`src/rtl/assert_macros.svh`:
```
// ----------------------------------------------------------------------------
// assertion macros
// shared concurrent assertion forms, clocked on clk, quiet during reset
// ----------------------------------------------------------------------------
`ifndef ASSERT_MACROS_SVH
`define ASSERT_MACROS_SVH

// same-cycle implication
`define ASSERT_IMPLIES(label, ante, cons, msg) \
  label: assert property (@(posedge clk) disable iff (!rst_n) (ante) |-> (cons)) \
    else $error(msg);

// next-cycle implication
`define ASSERT_NEXT(label, ante, cons, msg) \
  label: assert property (@(posedge clk) disable iff (!rst_n) (ante) |=> (cons)) \
    else $error(msg);

`endif

```
`src/rtl/wmpf_pkg.sv`:
```
// ----------------------------------------------------------------------------
// wmpf_pkg
// types and constants of the window mean pulse finder
// ----------------------------------------------------------------------------
package wmpf_pkg;

  localparam int MAX_WINDOW_DEF = 64;
  localparam int MAX_TICKS_DEF  = 65536;

  localparam int SAMPLE_W     = 16;
  localparam int WIDTH_REG_W  = 7;
  localparam int OFFSET_W     = 16;
  localparam int TICK_OUT_W   = 17;
  localparam int CFG_IDX_W    = 3;
  localparam int CFG_DATA_W   = 16;
  localparam int WIDTH_RESET  = 8;

  typedef enum logic [CFG_IDX_W-1:0] {
    REG_WINDOW_WIDTH = 3'd0,
    REG_RISE_LEVEL   = 3'd1,
    REG_FALL_UPPER   = 3'd2,
    REG_FALL_LOWER   = 3'd3,
    REG_TICK_OFFSET  = 3'd4
  } cfg_reg_t;

  typedef struct packed {
    logic signed [SAMPLE_W-1:0] sample;
    logic                       last_sample;
  } in_t;

  typedef struct packed {
    logic [TICK_OUT_W-1:0] pulse_start;
    logic [TICK_OUT_W-1:0] pulse_end;
  } out_t;

endpackage

```
`src/rtl/wmpf_prefix_ram.sv`:
```
// ----------------------------------------------------------------------------
// wmpf_prefix_ram
// ring of running prefix sums; each write also reads the entry one window back
// ----------------------------------------------------------------------------
module wmpf_prefix_ram #(
  parameter  int DEPTH  = wmpf_pkg::MAX_WINDOW_DEF,
  parameter  int DATA_W = 22,
  localparam int AW     = (DEPTH > 1) ? $clog2(DEPTH) : 1,
  localparam int WW     = $clog2(DEPTH + 1)
) (
  input  logic              clk,
  input  logic              wr_en,
  input  logic [AW-1:0]     wr_addr,
  input  logic [DATA_W-1:0] wr_data,
  input  logic [WW-1:0]     win_len,
  output logic [DATA_W-1:0] rd_data
);

  logic [DATA_W-1:0] mem [DEPTH];
  logic [DATA_W-1:0] rd_data_r;
  logic [WW-1:0]     back;
  logic [AW:0]       rd_sum;
  logic [AW:0]       rd_wrap;
  logic [AW-1:0]     rd_addr;

  // address of the entry written win_len transactions ago
  always_comb begin
    back   = WW'(DEPTH) - win_len;
    rd_sum = {1'b0, wr_addr} + (AW+1)'(back);
    if (rd_sum >= (AW+1)'(DEPTH)) begin
      rd_wrap = rd_sum - (AW+1)'(DEPTH);
    end else begin
      rd_wrap = rd_sum;
    end
    rd_addr = rd_wrap[AW-1:0];
  end

  always_ff @(posedge clk) begin
    if (wr_en) begin
      mem[wr_addr] <= wr_data;
      rd_data_r    <= mem[rd_addr];
    end
  end

  assign rd_data = rd_data_r;

endmodule

```
`src/rtl/window_mean_pulse_finder.sv`:
```
// ----------------------------------------------------------------------------
// window_mean_pulse_finder
// moving window mean with rise level and hysteresis fall band, one pulse
// (start, end) reported per closed or truncated pulse
//
//   channel  direction  handshake            payload
//   in_      input      in_valid / in_stall    wmpf_pkg::in_t
//   out_     output     out_valid / out_stall  wmpf_pkg::out_t
//   cfg_     input      cfg_valid / cfg_ready  cfg_index, cfg_data
//
// one sample per cycle sustained while in_stall is low; a result is loaded into
// the output register from the middle stage registers and the prefix ring read
// synchronous active-low reset clears control state and restores register
// defaults; the prefix ring needs no clearing
// a held output only stalls the input once the middle stage is also full
// ----------------------------------------------------------------------------
`include "assert_macros.svh"

module window_mean_pulse_finder #(
  parameter int MAX_WINDOW = wmpf_pkg::MAX_WINDOW_DEF,
  parameter int MAX_TICKS  = wmpf_pkg::MAX_TICKS_DEF
) (
  input  logic                                clk,
  input  logic                                rst_n,
  input  logic                                in_valid,
  output logic                                in_stall,
  input  wmpf_pkg::in_t                       in_data,
  output logic                                out_valid,
  input  logic                                out_stall,
  output wmpf_pkg::out_t                      out_data,
  input  logic                                cfg_valid,
  output logic                                cfg_ready,
  input  logic [wmpf_pkg::CFG_IDX_W-1:0]      cfg_index,
  input  logic [wmpf_pkg::CFG_DATA_W-1:0]     cfg_data
);

  localparam int AW     = (MAX_WINDOW > 1) ? $clog2(MAX_WINDOW) : 1;
  localparam int WW     = $clog2(MAX_WINDOW + 1);
  localparam int CMP_W  = (WW > wmpf_pkg::WIDTH_REG_W) ? WW : wmpf_pkg::WIDTH_REG_W;
  localparam int SUM_W  = wmpf_pkg::SAMPLE_W + $clog2(MAX_WINDOW);
  localparam int PW     = wmpf_pkg::SAMPLE_W + WW + 1;
  localparam int TICK_W = $clog2(MAX_TICKS);
  localparam int TW1    = TICK_W + 1;
  localparam int EW     = ((TW1 > wmpf_pkg::OFFSET_W) ? TW1 : wmpf_pkg::OFFSET_W) + 1;

  // configuration
  logic [wmpf_pkg::WIDTH_REG_W-1:0]    width_r;
  logic signed [wmpf_pkg::SAMPLE_W-1:0] rise_r;
  logic signed [wmpf_pkg::SAMPLE_W-1:0] fu_r;
  logic signed [wmpf_pkg::SAMPLE_W-1:0] fl_r;
  logic [wmpf_pkg::OFFSET_W-1:0]       off_r;
  logic                                cfg_acc;
  logic [CMP_W-1:0]                    width_ext;
  logic [CMP_W-1:0]                    width_clip;
  logic [WW-1:0]                       w_eff;

  // front stage
  logic                                in_acc;
  logic [TICK_W-1:0]                   tick_cnt_r;
  logic [AW-1:0]                       pos_r;
  logic [SUM_W-1:0]                    cum_r;
  logic [SUM_W-1:0]                    cum_nxt;
  logic [TW1-1:0]                      tick_p1;
  logic [TW1-1:0]                      idx_full;
  logic [SUM_W-1:0]                    rd_data;

  // middle stage
  logic                                s1_valid_r;
  logic                                s1_adv;
  logic                                s1_last_r;
  logic                                s1_eval_r;
  logic                                s1_first_r;
  logic [SUM_W-1:0]                    s1_cum_r;
  logic [TICK_W-1:0]                   s1_idx_r;
  logic [TICK_W-1:0]                   s1_tick_r;
  logic [TW1-1:0]                      s1_end_r;
  logic signed [PW-1:0]                s1_rise_p_r;
  logic signed [PW-1:0]                s1_fu_p_r;
  logic signed [PW-1:0]                s1_fl_p_r;
  logic signed [PW-1:0]                w_signed;

  // pulse state
  logic                                open_r;
  logic                                open_nxt;
  logic [TICK_W-1:0]                   start_r;
  logic [TICK_W-1:0]                   start_nxt;
  logic                                quiet_r;
  logic                                quiet_nxt;
  logic [TICK_W-1:0]                   recent_r;
  logic [TICK_W-1:0]                   recent_nxt;
  logic [SUM_W-1:0]                    win_sum;
  logic signed [PW-1:0]                sum_ext;
  logic                                above_rise;
  logic                                below_fu;
  logic                                above_fl;
  logic                                emit;
  logic [TW1-1:0]                      em_end;
  logic [EW-1:0]                       em_start_sum;
  logic [EW-1:0]                       em_end_sum;

  // output register
  logic                                out_valid_r;
  wmpf_pkg::out_t                      out_data_r;

  // ---------------------------------------------------------------- config
  assign cfg_ready = 1'b1;
  assign cfg_acc   = cfg_valid && cfg_ready;

  always_ff @(posedge clk) begin
    if (!rst_n) begin
      width_r <= wmpf_pkg::WIDTH_REG_W'(wmpf_pkg::WIDTH_RESET);
      rise_r  <= '0;
      fu_r    <= '0;
      fl_r    <= '0;
      off_r   <= '0;
    end else if (cfg_acc) begin
      unique case (cfg_index)
        wmpf_pkg::REG_WINDOW_WIDTH: width_r <= cfg_data[wmpf_pkg::WIDTH_REG_W-1:0];
        wmpf_pkg::REG_RISE_LEVEL:   rise_r  <= $signed(cfg_data);
        wmpf_pkg::REG_FALL_UPPER:   fu_r    <= $signed(cfg_data);
        wmpf_pkg::REG_FALL_LOWER:   fl_r    <= $signed(cfg_data);
        wmpf_pkg::REG_TICK_OFFSET:  off_r   <= cfg_data;
        default: ;
      endcase
    end
  end

  // zero acts as one, oversize clips to the ring depth
  always_comb begin
    width_ext = CMP_W'(width_r);
    priority if (width_ext == '0) begin
      width_clip = CMP_W'(1);
    end else if (width_ext > CMP_W'(MAX_WINDOW)) begin
      width_clip = CMP_W'(MAX_WINDOW);
    end else begin
      width_clip = width_ext;
    end
    w_eff = width_clip[WW-1:0];
  end

  // ---------------------------------------------------------------- handshake
  assign s1_adv   = s1_valid_r && !(out_valid_r && out_stall);
  assign in_stall = s1_valid_r && out_valid_r && out_stall;
  assign in_acc   = in_valid && !in_stall;

  // ---------------------------------------------------------------- front stage
  assign cum_nxt  = cum_r + SUM_W'($signed(in_data.sample));
  assign tick_p1  = {1'b0, tick_cnt_r} + TW1'(1);
  assign idx_full = tick_p1 - TW1'(w_eff);
  assign w_signed = PW'($signed({1'b0, w_eff}));

  always_ff @(posedge clk) begin
    if (!rst_n) begin
      tick_cnt_r <= '0;
      pos_r      <= '0;
      cum_r      <= '0;
    end else if (in_acc) begin
      if (in_data.last_sample) begin
        tick_cnt_r <= '0;
        pos_r      <= '0;
        cum_r      <= '0;
      end else begin
        cum_r <= cum_nxt;
        if (pos_r == AW'(MAX_WINDOW - 1)) begin
          pos_r <= '0;
        end else begin
          pos_r <= pos_r + AW'(1);
        end
        if (tick_cnt_r != TICK_W'(MAX_TICKS - 1)) begin
          tick_cnt_r <= tick_cnt_r + TICK_W'(1);
        end
      end
    end
  end

  wmpf_prefix_ram #(
    .DEPTH  (MAX_WINDOW),
    .DATA_W (SUM_W)
  ) u_ring (
    .clk     (clk),
    .wr_en   (in_acc && !in_data.last_sample),
    .wr_addr (pos_r),
    .wr_data (cum_nxt),
    .win_len (w_eff),
    .rd_data (rd_data)
  );

  always_ff @(posedge clk) begin
    if (!rst_n) begin
      s1_valid_r <= 1'b0;
    end else if (in_acc) begin
      s1_valid_r <= 1'b1;
    end else if (s1_adv) begin
      s1_valid_r <= 1'b0;
    end
  end

  always_ff @(posedge clk) begin
    if (in_acc) begin
      s1_last_r   <= in_data.last_sample;
      s1_eval_r   <= tick_p1 >= TW1'(w_eff);
      s1_first_r  <= tick_p1 == TW1'(w_eff);
      s1_cum_r    <= cum_nxt;
      s1_idx_r    <= idx_full[TICK_W-1:0];
      s1_tick_r   <= tick_cnt_r;
      s1_end_r    <= tick_p1;
      s1_rise_p_r <= PW'(rise_r) * w_signed;
      s1_fu_p_r   <= PW'(fu_r) * w_signed;
      s1_fl_p_r   <= PW'(fl_r) * w_signed;
    end
  end

  // ---------------------------------------------------------------- pulse logic
  assign win_sum    = s1_first_r ? s1_cum_r : s1_cum_r - rd_data;
  assign sum_ext    = PW'($signed(win_sum));
  assign above_rise = sum_ext > s1_rise_p_r;
  assign below_fu   = sum_ext < s1_fu_p_r;
  assign above_fl   = sum_ext > s1_fl_p_r;

  always_comb begin
    open_nxt   = open_r;
    start_nxt  = start_r;
    quiet_nxt  = quiet_r;
    recent_nxt = recent_r;
    emit       = 1'b0;
    em_end     = {1'b0, s1_tick_r};
    if (s1_last_r) begin
      emit       = open_r;
      open_nxt   = 1'b0;
      start_nxt  = '0;
      quiet_nxt  = 1'b0;
      recent_nxt = '0;
    end else if (s1_eval_r) begin
      if (!open_r && above_rise) begin
        open_nxt = 1'b1;
        if (quiet_r) begin
          start_nxt = recent_r;
        end
      end else if (open_r && below_fu && above_fl) begin
        open_nxt = 1'b0;
        emit     = 1'b1;
        em_end   = s1_end_r;
      end
      if (below_fu) begin
        quiet_nxt  = 1'b1;
        recent_nxt = s1_idx_r;
      end
    end
  end

  assign em_start_sum = EW'(start_r) + EW'(off_r);
  assign em_end_sum   = EW'(em_end) + EW'(off_r);

  always_ff @(posedge clk) begin
    if (!rst_n) begin
      open_r   <= 1'b0;
      start_r  <= '0;
      quiet_r  <= 1'b0;
      recent_r <= '0;
    end else if (s1_adv) begin
      open_r   <= open_nxt;
      start_r  <= start_nxt;
      quiet_r  <= quiet_nxt;
      recent_r <= recent_nxt;
    end
  end

  // ---------------------------------------------------------------- output
  always_ff @(posedge clk) begin
    if (!rst_n) begin
      out_valid_r <= 1'b0;
    end else if (s1_adv && emit) begin
      out_valid_r <= 1'b1;
    end else if (!out_stall) begin
      out_valid_r <= 1'b0;
    end
  end

  always_ff @(posedge clk) begin
    if (s1_adv && emit) begin
      out_data_r.pulse_start <= em_start_sum[wmpf_pkg::TICK_OUT_W-1:0];
      out_data_r.pulse_end   <= em_end_sum[wmpf_pkg::TICK_OUT_W-1:0];
    end
  end

  assign out_valid = out_valid_r;
  assign out_data  = out_data_r;

  // ---------------------------------------------------------------- checks
  `ASSERT_IMPLIES(a_stall_when_full, in_stall, s1_valid_r && out_valid_r, "stall with room")
  `ASSERT_IMPLIES(a_emit_from_open, s1_adv && emit, open_r, "pulse reported while none open")
  `ASSERT_NEXT(a_last_front, in_acc && in_data.last_sample, ~|{tick_cnt_r, pos_r, cum_r}, "front kept")
  `ASSERT_NEXT(a_last_clears_pulse, s1_adv && s1_last_r, !open_r && !quiet_r, "pulse state kept")
  `ASSERT_NEXT(a_middle_holds, s1_valid_r && !s1_adv, s1_valid_r, "held transaction dropped")

endmodule

```
`config.mk`:
```
export PLATFORM = sky130hd
export DESIGN_NAME = window_mean_pulse_finder
export DESIGN_NICKNAME = d
export VERILOG_FILES = /design/src/rtl/wmpf_pkg.sv /design/src/rtl/wmpf_prefix_ram.sv /design/src/rtl/window_mean_pulse_finder.sv
export VERILOG_INCLUDE_DIRS = /design/src /design/src/rtl
export SDC_FILE = /design/constraint.sdc
export NUM_CORES = 2
export LEC_CHECK = 0
export ABC_CLOCK_PERIOD_IN_PS = 10900
export BUFFER_PORTS_ARGS = -buffer_cell sky130_fd_sc_hd__buf_2
export CAP_MARGIN = 0
export CORE_MARGIN = 4
export CORE_UTILIZATION = 59
export CTS_BUF_LIST = sky130_fd_sc_hd__clkbuf_4 sky130_fd_sc_hd__clkbuf_8
export CTS_CLUSTER_DIAMETER = 50
export DETAILED_ROUTE_END_ITERATION = 12
export PLACE_DENSITY = 0.74
export SYNTH_ARGS = -nofsm -noshare
export SYNTH_HDL_FRONTEND = slang
export SYNTH_SLANG_ARGS = --single-unit
```
`constraint.sdc`:
```
create_clock -name clk -period 10.9 [get_ports clk]
set_clock_uncertainty 0.05 [all_clocks]
set_input_delay 3.27 -clock clk [delete_from_list [all_inputs] [get_ports clk]]
set_output_delay 3.27 -clock clk [all_outputs]
set_load 0.1 [all_outputs]
```
* Word-level counts from Yosys, hierarchy flattened
Memory sizes are Yosys's and may differ from the RTL's. A register that Yosys moved wholly into a read port is not among the register bits.
Cells that the tools add are included.
W data, S select, Z words.
** Storage, ports and cells
- Bits in registers :: 331
- Latch bits :: 0
- Memory bits (writable) :: 1408
- ROM bits :: 0
- Input port bits :: 41
- Logic and storage cells :: 124
- Memories kept :: 1
** Operators by class
- Add/subtract/negate cells :: 11
- $mul :: 3
- Divide/modulo/power cells :: 0
- Magnitude comparators :: 6
- Equal/unequal tests :: 8
- Shifts and indexed selects :: 0
- Muxes and demuxes :: 37
- Bitwise logic cells :: 0
- Reduce and logical (&&, ||, !) cells :: 32
** Memory list
- u_ring.mem :: depth 64, width 22, rd ports 1, clocked after Yosys merged registers in 1, write ports 1, RTL line wmpf_prefix_ram.sv:19 : logic [DATA_W-1:0] mem [DEPTH];
** Operators with widths (number)
- $mux W16 :: 9
- $mul A16 B8 Y24 :: 3
- $mux W17 :: 4
- $gt A22 B24 Y1 :: 2
- $mux W22 :: 2
- $lt A22 B24 Y1 :: 1
- $add A22 B22 Y22 :: 1
- $sub A22 B22 Y22 :: 1
- $mux W6 :: 3
- $add A16 B1 Y17 const B :: 1
- $add A16 B16 Y17 :: 1
- $add A17 B16 Y17 :: 1
- $eq A17 B7 Y1 :: 1
- $ge A17 B7 Y1 :: 1
- $mux W1 :: 17
- $add A16 B1 Y16 const B :: 1
- $ne A16 B16 Y1 const B :: 1
- $sub A16 B7 Y16 :: 1
- $mux W7 :: 2
- $reduce_and A2 Y1 :: 6
- $reduce_bool A2 Y1 :: 6
- $logic_and A1 B1 Y1 :: 10
- $add A6 B7 Y7 :: 1
- $ge A7 B7 Y1 const B :: 1
- other kinds (15) :: 20

* Logic depth before layout (Yosys ltp)
- Word-level depth :: 11
- Mapped depth :: 36
- Gate-level depth less buffers :: 35

* Cells and area by module
A second synthesis with hierarchy kept.
** Unflattened totals
- Cells, all modules :: 5517
- Area total of the unflattened synthesis :: 85014.0 µm²
** Modules (own cells, without submodules)
- wmpf_prefix_ram :: instances 1, cells each 2348, area an instance 55433.2 µm², seq. area each 42941.2 µm²
- window_mean_pulse_finder :: instances 1, cells each 3169, area an instance 29580.9 µm², seq. area each 8428.1 µm²

* Worst setup path before layout
OpenSTA, ideal clock, no wires.
- Path kind :: in2reg
- From :: in out_stall
- To :: mem u_ring.mem[17][0], enable pin
- Arrival time :: 9.257 ns
- Setup slack :: 1.247 ns
- Stages on the path :: 8
- Buffers on the path :: 1
- Cell sequence :: nand3_1 nand2_1 clkinv_1 nand2_1 clkinv_1 buf_1 nand3_1 nor2_1
** Between the ends
- Cells in the longest elaborated chain, start to end :: 6
** Ends and longest elaborated chain
- from (decl) :: RTL line window_mean_pulse_finder.sv:29 : input logic out_stall,
- $logic_and A1 B1 Y1 :: RTL line window_mean_pulse_finder.sv:143 : assign in_stall = s1_valid_r && out_valid_r && out_stall;
- $logic_not A1 Y1 :: RTL line window_mean_pulse_finder.sv:144 : assign in_acc = in_valid && !in_stall;
- $logic_and A1 B1 Y1 :: RTL line window_mean_pulse_finder.sv:144
- net in_acc :: RTL line window_mean_pulse_finder.sv:58 : logic in_acc;
- $logic_and A1 B1 Y1 :: RTL line window_mean_pulse_finder.sv:181 : .wr_en (in_acc && !in_data.last_sample),
- net u_ring.wr_en :: RTL line wmpf_prefix_ram.sv:12 : input logic wr_en,
- $mux W1 :: RTL line wmpf_prefix_ram.sv:39 : if (wr_en) begin
- $mux W1 (not written as such) :: RTL line wmpf_prefix_ram.sv:40 : mem[wr_addr] <= wr_data;
- to (decl) :: RTL line wmpf_prefix_ram.sv:19
The timed path passes the listed nets, and every way through them passes these cells.

* Final worst setup path
- From :: reg s1_cum_r[2]
- To :: reg out_data_r (netlist bit out_data[16]) (data pin)
** Between the ends
- Cells in the longest elaborated chain, start to end :: 10
** Ends and longest elaborated chain
- from (decl) :: RTL line window_mean_pulse_finder.sv:73 : logic [SUM_W-1:0] s1_cum_r;
- from (signal assigned) :: RTL line window_mean_pulse_finder.sv:203 : s1_cum_r <= cum_nxt;
- $sub A22 B22 Y22 :: RTL line window_mean_pulse_finder.sv:214 : assign win_sum = s1_first_r ? s1_cum_r : s1_cum_r - rd_data;
- $mux W22 (*) :: RTL line window_mean_pulse_finder.sv:214
- $lt A22 B24 Y1 :: RTL line window_mean_pulse_finder.sv:217 : assign below_fu = sum_ext < s1_fu_p_r;
- $logic_and A1 B1 Y1 (2 in series) :: RTL line window_mean_pulse_finder.sv:239 : end else if (open_r && below_fu && above_fl) begin
- $mux W17 :: RTL line window_mean_pulse_finder.sv:239
- $mux W17 (*) :: RTL line window_mean_pulse_finder.sv:234 : if (!open_r && above_rise) begin
- $mux W17 (*) :: RTL line window_mean_pulse_finder.sv:233 : end else if (s1_eval_r) begin
- $mux W17 (*) :: RTL line window_mean_pulse_finder.sv:227 : if (s1_last_r) begin
- $add A17 B16 Y17 (*) :: RTL line window_mean_pulse_finder.sv:252 : assign em_end_sum = EW'(em_end) + EW'(off_r);
- net em_end_sum[16] :: RTL line window_mean_pulse_finder.sv:99 : logic [EW-1:0] em_end_sum;
- to (decl) :: RTL line window_mean_pulse_finder.sv:103 : wmpf_pkg::out_t out_data_r;
Mark *: on every way through the listed nets, which the timed path passes. The rest lies on a longest branch.
A chain may end at the register's enable or synchronous reset.

==> flow_summary.ini <==
[floorplan]
core.rowCount = 138
initial_utilization_pct = 59.5
die_w_um = 386
die_h_um = 386
core-area_um2 = 142000
dieArea_um2 = 149000
io_pins = 78

[sta]
drv_slew = 0
tightest_slew_ns = 1.29
finalHoldViolations = 0
rsz0062_at_grt = false
maxSlewHeadroom_pct = 13.7
setup_viol = 0
fmax_mhz = 122
period_minus_slack_ns = 8.20
period_share_pct = 75.3
tns_ns = 0

[critical_path]
reg2reg_to = out_data[16]$_DFFE_PP_
worstRegToRegCells = 31
cp-end-kind = register
max_stage_delay_ns = 0.70
critPathMaxFanout = 17
crit_arrival_ns = 8.83
critPathLaunchType = register
critPathKind = register to register
cp_top_family = compound AO/OA/AOI/OAI gates
r2r_start = s1_cum_r[2]$_DFFE_PP_
critical_path.slowest_cell = xor2_1
cp.required_ns = 11.52
timing.reg2reg.setup_slack_ns = 2.70
crit_buf_inv = 2

[drt]
drt_first_pass_iters = 6
ant_nets = 0
vias_per_cell = 6.06
routed-via-count = 46600
drcViolationCount = 0
wl_mm = 192
drt_iter0_drc = 4032
wire_per_inst_um = 25.0

[clock_network]
clkLatencyLatePin_ns = 0.97
cts_htree_levels = 5
cts.clk_slew.worst_paths_ns = 0.06
cts_tree = done
root_buffer = clkbuf_8
cts_sinks = 1761
clock_path_buffers = 4
ctsHoldBuffers = 0
cts-buffers-inserted = 292
post_cts_resized = 0
postCtsSetupBuffers = 0

[status]
status = finished clean

[placement]
routabilityCongestion = 0.843
hpwlAfterDp_mm = 118
port-buffer-count = 76
dpl-instance-area_um2 = 87700

[power_and_ir_drop]
ir_worst_vdd_mv = 0.133
p_leak_nw = 33.7
seqPwrFrac_pct = 51.8
finalPower_w = 0.0148
clock_power_share_pct = 36.6
intPower_w = 0.0112
p_switching_w = 0.00361
swShare_pct = 24.3
power_density_nw_per_um2 = 160
power_frac_comb_pct = 11.7

[min_path]
min_to = recent_r[15]$_SDFFE_PN0P_
min_from = s1_idx_r[15]$_DFFE_PP_
whs_path_depth = 1
hp-class = register to register

[logic_synthesis]
async_flop_share_pct = 0
yosysWarningCount = 0
synth-main-ff-cell = edfxtp_1
syn_nets = 5937
syn_area_um2 = 84400
synth_seq_area_share_pct = 60.9
synth.avg_cell_area_um2 = 15.8
synth-edff-count = 1610
synth_cells = 5326
ys_ff_latch = 1761
synth_cell_types = 82

[grt]
antenna_found_initial = 5
grt_pass1_vias = 47900
track_usage_pct = 26.5
grt_pass1_wl_mm = 295
grt-ovfl-total = 0
grt_max_degree = 110

[cells_and_area]
stdcell_area_um2 = 93000
finish.net_count = 6217
fillCellCount = 9659
drive_gt1_share_pct = 20.8
area_growth_syn_to_layout_pct = 10.3
final_util_pct = 65.6

[run]
drv_cap = 0
through the flow:
stage / setup slack [ns] / cells / hold WS [ns]
after floorplan: 1.25 / 5326 / 0.356
after global placement: 2.89 / 7202 / 0.388
after detailed placement: 2.72 / 7202 / 0.393
after CTS: 2.70 / 7684 / 0.409
after global routing: 2.14 / 7688 / 0.428
final: 2.70 / 7689 / 0.408
worst max path at each step:
stage	cells past startpoint	startpoint	slack, ns	endpoint
6_report	31	s1_cum_r[2]$_DFFE_PP_	2.70	out_data[16]$_DFFE_PP_
5_1_grt	32	u_ring.rd_data[1]$_DFFE_PP_	2.14	out_data[16]$_DFFE_PP_
4_1_cts	31	s1_cum_r[2]$_DFFE_PP_	2.70	out_data[16]$_DFFE_PP_
3_5_place_dp	31	s1_cum_r[2]$_DFFE_PP_	2.72	out_data[16]$_DFFE_PP_
3_3_place_gp	32	u_ring.rd_data[1]$_DFFE_PP_	2.89	out_data[16]$_DFFE_PP_
2_1_floorplan	8	out_stall	1.25	u_ring.mem[17][0]$_DFFE_PP_
cell type report:
class | instances | area [um^2] | area share (%)
sequential | 1761 | 51400 | 55.2
multi-input combinational | 2890 | 30800 | 33.2
clock buffer | 390 | 4820 | 5.18
tap | 1890 | 2360 | 2.54
inverter | 470 | 1770 | 1.90
timing repair buffer | 191 | 1320 | 1.42
clock inverter | 92 | 526 | 0.565
antenna | 5 | 12.5 | 0.0135
sequential cells by signal, summed over array words and instances, names as in the netlist, 17 cells and up:
signal,count
s1_fl_p_r,24
cum_r,22
out_data,34
s1_cum_r,22
s1_fu_p_r,24
u_ring.mem,1408
s1_end_r,17
s1_rise_p_r,24
u_ring.rd_data,22
cells by family (layout without fill, tap and decap cells):
logic type | Yosys count | count (layout) | share of synthesized area (%)
buffers and inverters | 675 | 1143 | 3.13
other | 1 | 6 | 0.00444
multiplexers | 496 | 496 | 12.5
XOR/XNOR | 146 | 146 | 1.52
flip-flops | 1761 | 1761 | 60.9
AO/OA/AOI/OAI | 574 | 574 | 4.59
adder cells (fa/ha/maj) | 570 | 570 | 10.8
AND/OR/NAND/NOR | 1103 | 1103 | 6.59
cells in the final DEF (no fill, tap or decap), types with 57 or more instances in the layout:
| cell type | Yosys | layout |
|---|---|---|
| xnor2_1 | 95 | 77 |
| clkbuf_8 | 0 | 302 |
| o21ai_0 | 90 | 90 |
| edfxtp_1 | 1610 | 1610 |
| a21boi_0 | 84 | 84 |
| fa_1 | 264 | 262 |
| buf_2 | 53 | 75 |
| clkbuf_4 | 0 | 88 |
| a21oi_1 | 134 | 134 |
| nand2_1 | 334 | 334 |
| buf_4 | 4 | 110 |
| a21o_1 | 57 | 57 |
| nor2_2 | 0 | 64 |
| nor2b_1 | 116 | 111 |
| nor2_1 | 188 | 122 |
| clkinv_1 | 2 | 59 |
| dfxtp_1 | 151 | 150 |
| and2_1 | 259 | 259 |
| inv_1 | 468 | 468 |
| mux4_2 | 440 | 440 |
| ha_1 | 306 | 304 |
routing by layer:
layer	wire [um]	vias up	global-route usage, %	part of all wire [%]
li1	-	20400	-	-
met1	75200	23900	35.5	39
met2	97100	1936	44.7	51
met3	14000	336	4.53	7.3
met4	5780	0	8.94	3.0
met5	0	-	0	0
power groups by stage:
stage | combinational [W] | sequential, W | clock [W]
after floorplan | 0.00113 | 0.00784 | 0
after global placement | 0.00170 | 0.00782 | 0
after detailed placement | 0.00174 | 0.00782 | 0
after CTS | 0.00174 | 0.00768 | 0.00553
after global routing | 0.00188 | 0.00768 | 0.00587
final | 0.00173 | 0.00768 | 0.00542
Yosys cell counts (all sizes together) (22+ instances only):
cell type / n / area, um^2
a22oi: 25 / 188
mux4: 440 / 9910
a21boi: 86 / 646
nand2: 334 / 1250
and3: 22 / 138
o21a: 26 / 195
a21o: 57 / 428
fa: 264 / 5290
dfxtp: 151 / 3020
buf: 71 / 370
a21oi: 136 / 688
nor3: 39 / 195
edfxtp: 1610 / 48300
nand4: 26 / 178
xnor2: 95 / 832
ha: 306 / 3830
xor2: 51 / 447
clkbuf: 134 / 503
mux2i: 40 / 404
inv: 468 / 1760
o21ai: 104 / 528
nor2: 188 / 706
a211oi: 33 / 253
nor2b: 116 / 726
and2: 260 / 1630
nand3: 48 / 240
No activity file was read; power rests on OpenSTA's default activity.
